File: config.mk
export PLATFORM = sky130hd
export DESIGN_NAME = csv_record_splitter
export DESIGN_NICKNAME = d
export VERILOG_FILES = /design/src/csvrs_pkg.sv /design/src/csvrs_in_stage.sv /design/src/csvrs_step.sv /design/src/csvrs_out_stage.sv /design/src/csv_record_splitter.sv
export SDC_FILE = /design/constraint.sdc
export NUM_CORES = 1
export LEC_CHECK = 0
export BUFFER_PORTS_ARGS = -buffer_cell sky130_fd_sc_hd__buf_4
export CAP_MARGIN = 0
export CORE_UTILIZATION = 52
export DETAILED_ROUTE_END_ITERATION = 10
export PLACE_DENSITY = 0.74
export SLEW_MARGIN = 5
export SYNTH_ARGS = -nofsm -noshare
export SYNTH_HDL_FRONTEND = slang
export SYNTH_SLANG_ARGS = --single-unit
export TNS_END_PERCENT = 100
File: constraint.sdc
create_clock -name clk -period 2.8 [get_ports clk]
set_clock_uncertainty 0.15 [all_clocks]
set_input_delay 0.14 -clock clk [delete_from_list [all_inputs] [get_ports clk]]
set_output_delay 0.14 -clock clk [all_outputs]
set_load 0.1 [all_outputs]
File: src/csvrs_pkg.sv
`timescale 1ns / 1ps

package csvrs_pkg;

	// Characters with a meaning to the parser.
	localparam logic [7:0] CH_QUOTE = 8'h22;
	localparam logic [7:0] CH_COMMA = 8'h2C;
	localparam logic [7:0] CH_LF    = 8'h0A;
	localparam logic [7:0] CH_CR    = 8'h0D;

	// Input operation codes.
	localparam logic OP_DATA = 1'b0;
	localparam logic OP_END  = 1'b1;

	// Result kinds.
	typedef enum logic [1:0] {
		KIND_BYTE   = 2'd0,
		KIND_FIELD  = 2'd1,
		KIND_RECORD = 2'd2,
		KIND_ERROR  = 2'd3
	} kind_t;

	// One input transaction held in the input register.
	typedef struct packed {
		logic       valid;
		logic       op;
		logic [7:0] data_byte;
	} item_t;

	// Result of one parsing step; emit is low when the byte gives no result.
	typedef struct packed {
		logic       emit;
		kind_t      kind;
		logic [7:0] field_byte;
	} result_t;

endpackage

File: src/csvrs_in_stage.sv
`timescale 1ns / 1ps

module csvrs_in_stage
	import csvrs_pkg::*;
(
	input  logic       clk,
	input  logic       arst_n,
	input  logic       in_valid,
	output logic       in_stall,
	input  logic       op,
	input  logic [7:0] data_byte,
	input  logic       fire,
	output item_t      item
);

	logic       valid_s1;
	logic       op_s1;
	logic [7:0] byte_s1;
	logic       take;

	// The register may be refilled in the same cycle that its item moves on.
	assign in_stall = valid_s1 && !fire;
	assign take     = in_valid && !in_stall;

	always_ff @(posedge clk or negedge arst_n) begin
		if (!arst_n) begin
			valid_s1 <= 1'b0;
		end else if (take) begin
			valid_s1 <= 1'b1;
		end else if (fire) begin
			valid_s1 <= 1'b0;
		end
	end

	always_ff @(posedge clk) begin
		if (take) begin
			op_s1   <= op;
			byte_s1 <= data_byte;
		end
	end

	assign item = '{valid: valid_s1, op: op_s1, data_byte: byte_s1};

endmodule

File: src/csvrs_step.sv
`timescale 1ns / 1ps

module csvrs_step
	import csvrs_pkg::*;
(
	input  logic    clk,
	input  logic    arst_n,
	input  logic    fire,
	input  item_t   item,
	output result_t res
);

	logic in_quotes_q;
	logic quote_pending_q;
	logic skip_linefeed_q;
	logic record_open_q;

	logic in_quotes_d;
	logic quote_pending_d;
	logic skip_linefeed_d;
	logic record_open_d;
	logic quoted_eff;
	logic [7:0] c;

	assign c = item.data_byte;

	always_comb begin
		in_quotes_d     = in_quotes_q;
		quote_pending_d = quote_pending_q;
		skip_linefeed_d = skip_linefeed_q;
		record_open_d   = record_open_q;
		quoted_eff      = in_quotes_q;
		res             = '{emit: 1'b0, kind: KIND_BYTE, field_byte: 8'h00};

		if (item.op == OP_END) begin
			// A pending quote closes quoting before the final check.
			quoted_eff      = in_quotes_q ^ quote_pending_q;
			in_quotes_d     = 1'b0;
			quote_pending_d = 1'b0;
			skip_linefeed_d = 1'b0;
			record_open_d   = 1'b0;
			if (quoted_eff) begin
				res.emit = 1'b1;
				res.kind = KIND_ERROR;
			end else if (record_open_q) begin
				res.emit = 1'b1;
				res.kind = KIND_RECORD;
			end
		end else if (skip_linefeed_q && c == CH_LF) begin
			// Linefeed of a CR LF pair is dropped.
			skip_linefeed_d = 1'b0;
		end else begin
			skip_linefeed_d = 1'b0;
			quote_pending_d = 1'b0;
			if (quote_pending_q && c == CH_QUOTE) begin
				// Doubled quote inside quotes is one literal quote.
				record_open_d  = 1'b1;
				res.emit       = 1'b1;
				res.field_byte = c;
			end else begin
				if (quote_pending_q) begin
					quoted_eff = 1'b0;
				end
				in_quotes_d = quoted_eff;
				if (quoted_eff) begin
					if (c == CH_QUOTE) begin
						quote_pending_d = 1'b1;
					end else begin
						record_open_d  = 1'b1;
						res.emit       = 1'b1;
						res.field_byte = c;
					end
				end else if (c == CH_QUOTE) begin
					in_quotes_d = 1'b1;
				end else if (c == CH_COMMA) begin
					record_open_d = 1'b1;
					res.emit      = 1'b1;
					res.kind      = KIND_FIELD;
				end else if (c == CH_CR || c == CH_LF) begin
					record_open_d   = 1'b0;
					skip_linefeed_d = (c == CH_CR);
					res.emit        = 1'b1;
					res.kind        = KIND_RECORD;
				end else begin
					record_open_d  = 1'b1;
					res.emit       = 1'b1;
					res.field_byte = c;
				end
			end
		end
	end

	always_ff @(posedge clk or negedge arst_n) begin
		if (!arst_n) begin
			in_quotes_q     <= 1'b0;
			quote_pending_q <= 1'b0;
			skip_linefeed_q <= 1'b0;
			record_open_q   <= 1'b0;
		end else if (fire) begin
			in_quotes_q     <= in_quotes_d;
			quote_pending_q <= quote_pending_d;
			skip_linefeed_q <= skip_linefeed_d;
			record_open_q   <= record_open_d;
		end
	end

`ifndef SYNTH
	// A quote can only be held for lookahead while quoting is open.
	a_pending_in_quotes: assert property (@(posedge clk) disable iff (!arst_n)
		quote_pending_q |-> in_quotes_q)
		else $error("quote pending outside quotes");

	// A CR that ended a record leaves the parser unquoted with no open record.
	a_skip_clean: assert property (@(posedge clk) disable iff (!arst_n)
		skip_linefeed_q |-> (!in_quotes_q && !record_open_q))
		else $error("linefeed skip with quoted or open record");

	// End of input always leaves every state bit cleared.
	a_end_clears: assert property (@(posedge clk) disable iff (!arst_n)
		(fire && item.op == OP_END) |=>
		(!in_quotes_q && !quote_pending_q && !skip_linefeed_q && !record_open_q))
		else $error("state not cleared at end of input");
`endif

endmodule

File: src/csvrs_out_stage.sv
`timescale 1ns / 1ps

module csvrs_out_stage
	import csvrs_pkg::*;
(
	input  logic       clk,
	input  logic       arst_n,
	input  logic       fire,
	input  result_t    res,
	output logic       can_take,
	output logic       out_valid,
	input  logic       out_stall,
	output logic [1:0] kind,
	output logic [7:0] field_byte
);

	logic       out_valid_q;
	kind_t      kind_q;
	logic [7:0] field_byte_q;

	// A new result may replace one that is being taken in this cycle.
	assign can_take = !out_valid_q || !out_stall;

	always_ff @(posedge clk or negedge arst_n) begin
		if (!arst_n) begin
			out_valid_q <= 1'b0;
		end else if (fire && res.emit) begin
			out_valid_q <= 1'b1;
		end else if (!out_stall) begin
			out_valid_q <= 1'b0;
		end
	end

	always_ff @(posedge clk) begin
		if (fire && res.emit) begin
			kind_q       <= res.kind;
			field_byte_q <= res.field_byte;
		end
	end

	assign out_valid  = out_valid_q;
	assign kind       = kind_q;
	assign field_byte = field_byte_q;

`ifndef SYNTH
	// Only content bytes carry a nonzero byte value.
	a_byte_zero: assert property (@(posedge clk) disable iff (!arst_n)
		(out_valid_q && kind_q != KIND_BYTE) |-> (field_byte_q == 8'h00))
		else $error("nonzero byte on a non-content result");
`endif

endmodule

File: src/csv_record_splitter.sv
`timescale 1ns / 1ps

// CSV record splitter: turns a byte stream into CSV field bytes, field ends
// and record ends.
// Input channel: in_valid / in_stall with op and data_byte. op selects a data
// byte or the end of input; the byte is ignored at end of input.
// Output channel: out_valid / out_stall with kind and field_byte. Each input
// transaction gives zero or one output transaction: a content byte, an end
// of field, an end of field and record, or an unterminated quote error.
// Throughput is one input transaction per clock cycle while the receiver
// does not stall. The parser state is four flag bits updated by one short
// step of logic between the input register and the result register, which
// is what allows that rate. An accepted item waits in the input register, is
// parsed as it moves on, and its result is offered from the result register.
// When the receiver stalls, the held result stays on the output; one more
// item waits in the input register and in_stall then rises.
// Reset clears the parser flags and both valid bits; nothing is pending.

module csv_record_splitter
	import csvrs_pkg::*;
(
	input  logic       clk,
	input  logic       arst_n,
	input  logic       in_valid,
	output logic       in_stall,
	input  logic       op,
	input  logic [7:0] data_byte,
	output logic       out_valid,
	input  logic       out_stall,
	output logic [1:0] kind,
	output logic [7:0] field_byte
);

	item_t   item;
	result_t res;
	logic    can_take;
	logic    fire;

	// The held item is parsed whenever the result register has room for it.
	assign fire = item.valid && can_take;

	csvrs_in_stage u_in_stage (
		.clk       (clk),
		.arst_n    (arst_n),
		.in_valid  (in_valid),
		.in_stall  (in_stall),
		.op        (op),
		.data_byte (data_byte),
		.fire      (fire),
		.item      (item)
	);

	csvrs_step u_step (
		.clk    (clk),
		.arst_n (arst_n),
		.fire   (fire),
		.item   (item),
		.res    (res)
	);

	csvrs_out_stage u_out_stage (
		.clk        (clk),
		.arst_n     (arst_n),
		.fire       (fire),
		.res        (res),
		.can_take   (can_take),
		.out_valid  (out_valid),
		.out_stall  (out_stall),
		.kind       (kind),
		.field_byte (field_byte)
	);

`ifndef SYNTH
	// The input side stalls only while a parsed item is blocked downstream.
	a_stall_cause: assert property (@(posedge clk) disable iff (!arst_n)
		in_stall |-> (item.valid && out_valid && out_stall))
		else $error("input stalled without a blocked result");

	// A blocked result keeps its kind while the next item waits.
	a_hold_kind: assert property (@(posedge clk) disable iff (!arst_n)
		(out_valid && out_stall) |=> (out_valid && $stable(kind)))
		else $error("held result changed under stall");
`endif

endmodule

==> summary.md <==
| Metric | Value |
|---|---|
| ANT nets after route | `0` |
| Placer Congestion | `~0.99` |
| Endpoint type of the worst setup path | `flop` |
| Cts bufs inserted | `3` |
| Synth warnings | `0` |
| CORE AREA | `between 0.002 and 0.0025 mm²` |
| Post-Place Cell Area | `0.001379 mm²` |
| Initial antenna violation count | `0` |
| Share of layout cells above drive strength 1 | `0.2652` |
| Top-area cell type share of the netlist area | `0.4836` |
| FF+latch count, synth | `25` |
| Cell area after layout | `0.001539 mm²` |
| Final hold violations | `0` |
| Pre-CTS setup slack | `626.9 ps` |
| GR Overflow Total | `0` |
| Reg clk slew, reported paths | `approximately 150 ps` |
| Fmax achieved | `443.8 MHz` |
| Largest cells by area after synthesis | `edfxtp_1 (48%), dfrtp_1 (13%), nor2b_1 (2.7%), and2_1 (2.1%), nand2b_1 (2.1%)` |
| Mapped Area | `between 0.001 and 0.0015 mm²` |
| Worst-Margin Slew | `511.0 ps` |
| Number of global-route vias before repair | `853` |
| Port Buffers | `24` |
| Rows | `16` |
| Period utilisation layout | `0.8047` |
| First-pass GRT wire length | `3870 µm` |
| Arrival time worst endpoint | `2180 ps` |
| Peak supply drop | `~0.44 mV` |
| Async S/R FF share, synth | `0.2400` |
| Critical Path Source Type | `flop` |
| Dominant synthesized flop cell | `edfxtp_1` |
| Crit path max-delay family | `simple AND/OR/NAND/NOR gates` |
| RSZ-0062 raised after global routing | `false` |
| Clock sink total | `25` |
| # DRC | `0` |
| Gr usage total | `0.2166` |
| Area Growth Syn to Fin | `30.44%` |
| Post-synth top area cell | `edfxtp_1` |
| Crit Path Class | `flop to flop` |
| DR iter-0 viols | `23` |
| Synth Area per Inst | `around 13 µm²` |
| Final core occ | `0.7537` |
| Die area | `0.002464 mm²` |
| TritonRoute pass-1 iters | `4` |
| Final #Nets | `approximately 150` |
| Slowest-stage cell, CP | `or4b_1` |
| Pin count of the biggest net entering global routing | `16` |
| Syn Nets | `108` |
| H-tree depth reported by CTS | `1` |
| DR vias/cell | `about 5.7` |
| Overall routed net length | `2440 µm` |
| CP max stage delay | `between 600 and 700 ps` |
| Post-detail-place hpwl | `1519 µm` |
| Vias | `909` |
| Antenna fix cells | `0` |
| EDFF count, synth | `19` |
| Clock tree from TritonCTS | `done` |
| Initial Util | `0.5778` |
| Minimum clock period | `between 2000 and 2500 ps` |
| Fin. max-slew vios | `0` |
| Post-Synthesis Cells | `94` |
| Worst min-delay path category | `primary input to asynchronous set/reset pin` |
| Wire per inst | `approximately 15 µm` |
| Ports | `25` |
| Static Leak | `0.6186 nW` |
| Count leader, synth | `edfxtp_1` |
| Root Buffer | `clkbuf_4` |
| Critical-path cell list | `or4b_1 > o32a_1 > nor3_1 > nor3b_1 > buf_4` |
| Post-synthesis sequential area ratio | `0.6108` |
| Resize count post-CTS | `0` |
| Final setup violation count | `0` |
| Latest clock arrival within the worst-skew pair | `approximately 330 ps` |
| Worst slew margin relative to its limit | `0.6593` |
| Req. time, crit path | `approximately 2700 ps` |
| Total negative slack | `0 ps` |
| Synth unique cells | `38` |
| Clock buffer depth | `2` |
| Buffers plus inverters on the worst setup path | `1` |
| Die Span Y | `~50 µm` |
| Status | `complete, no violations` |
| Max-cap violations | `0` |
| List of most frequent post-synthesis cells | `edfxtp_1 (19), dfrtp_1 (6), nand2_1 (6)` |
| Pwr dens | `631.8 mW/mm²` |
| Max FO, Critical Path | `10` |
| Min Hold Slack | `approximately 14 ps` |
| Post-route setup slack | `roughly 550 ps` |
| Die width | `49.64 µm` |
[cell type report]
cell class,instances,area [µm²]
Clock buffer,3,22.52
Clock inverter,1,7.507
Fill cell,137,503.0
Inverter,5,18.77
Multi-Input combinational cell,60,417.9
Sequential cell,25,720.7
Tap cell,27,33.78
Timing Repair Buffer,38,317.8
[power breakdown]
group | total [mW] | internal [mW] | switching, mW
clock network | 0.164 | 0.0545 | 0.109
registers | 0.478 | 0.450 | 0.0286
logic | 0.330 | 0.0860 | 0.244
total | 0.972 | 0.590 | 0.382
[worst paths after layout]
check                                                  to                  start  slack (ps)  depth (start not counted)
worst max-delay path            u_out_stage.field_byte[2]  u_in_stage.byte_s1[7]         550                          5
worst min-delay path                   u_step.in_quotes_q                 arst_n          10                          2
worst max register to register  u_out_stage.field_byte[2]  u_in_stage.byte_s1[7]         550                          5
worst min register to register       u_step.record_open_q   u_step.record_open_q         380                          1
max in group asynchronous          u_step.quote_pending_q                 arst_n        2340                          2
min in group clk                    u_in_stage.byte_s1[6]           data_byte[6]         380                          2
[metrics by stage]
stage,instances,power [mW]
finish,159,0.9724
global route,159,1.007
CTS,159,0.9666
detailed placement,142,0.7988
global placement,142,0.7943
floorplan,94,0.7223
[registers in the layout, summed over array words and instances (netlist names)]
| name | cells |
|---|---|
| u_in_stage.byte_s1 | 8 |
| u_out_stage.field_byte | 8 |
| u_out_stage.kind | 2 |
| u_in_stage.op_s1 | 1 |
| u_in_stage.valid_s1 | 1 |
| u_out_stage.out_valid | 1 |
| u_step.in_quotes_q | 1 |
| u_step.quote_pending_q | 1 |
| u_step.record_open_q | 1 |
| u_step.skip_linefeed_q | 1 |
[routing by layer]
metal	track usage	part of all wire	vias up
met4	0.08095	0.017	0
met1	0.2551	0.42	434
li1	-	-	429
met2	0.3851	0.51	40
met5	0	0	-
met3	0.04321	0.048	6
[timing repair]
| item | in CTS | in global routing |
|---|---|---|
| setup buffers | 0 | 0 |
| hold endpoints to repair | 17 | 0 |
| hold buffers | 13 | 0 |
[placed cells by master (no fill, tap or decap), types with 3 or more instances in the layout]
cell           synthesis  routed
and2_1                 4       4
buf_4                  0      25
clkbuf_4               0       3
dfrtp_1                6       6
dlygate4sd3_1          0      13
edfxtp_1              19      19
inv_1                  5       5
nand2_1                6       6
nand2b_1               4       4
nand3b_1               3       3
nor2b_1                5       5
o21ai_0                5       5
o31ai_1                3       3
[cells by family (layout without fill, tap and decap cells)]
kind of cell | Yosys count | in the layout | share of synthesized area
compound gates | 19 | 19 | 0.1241
simple gates | 39 | 39 | 0.2121
xor+xnor | 1 | 1 | 0.007424
fa+ha+maj | 1 | 1 | 0.01060
buf+inv | 9 | 47 | 0.03500
flops | 25 | 25 | 0.6108
[worst register-to-register path: stages (launching register included)]
cell and delay [ps]:
edfxtp_1 450, or4b_1 690, o32a_1 260, nor3_1 190, nor3b_1 90, buf_4 190
Power figures use the tool's default switching activity.
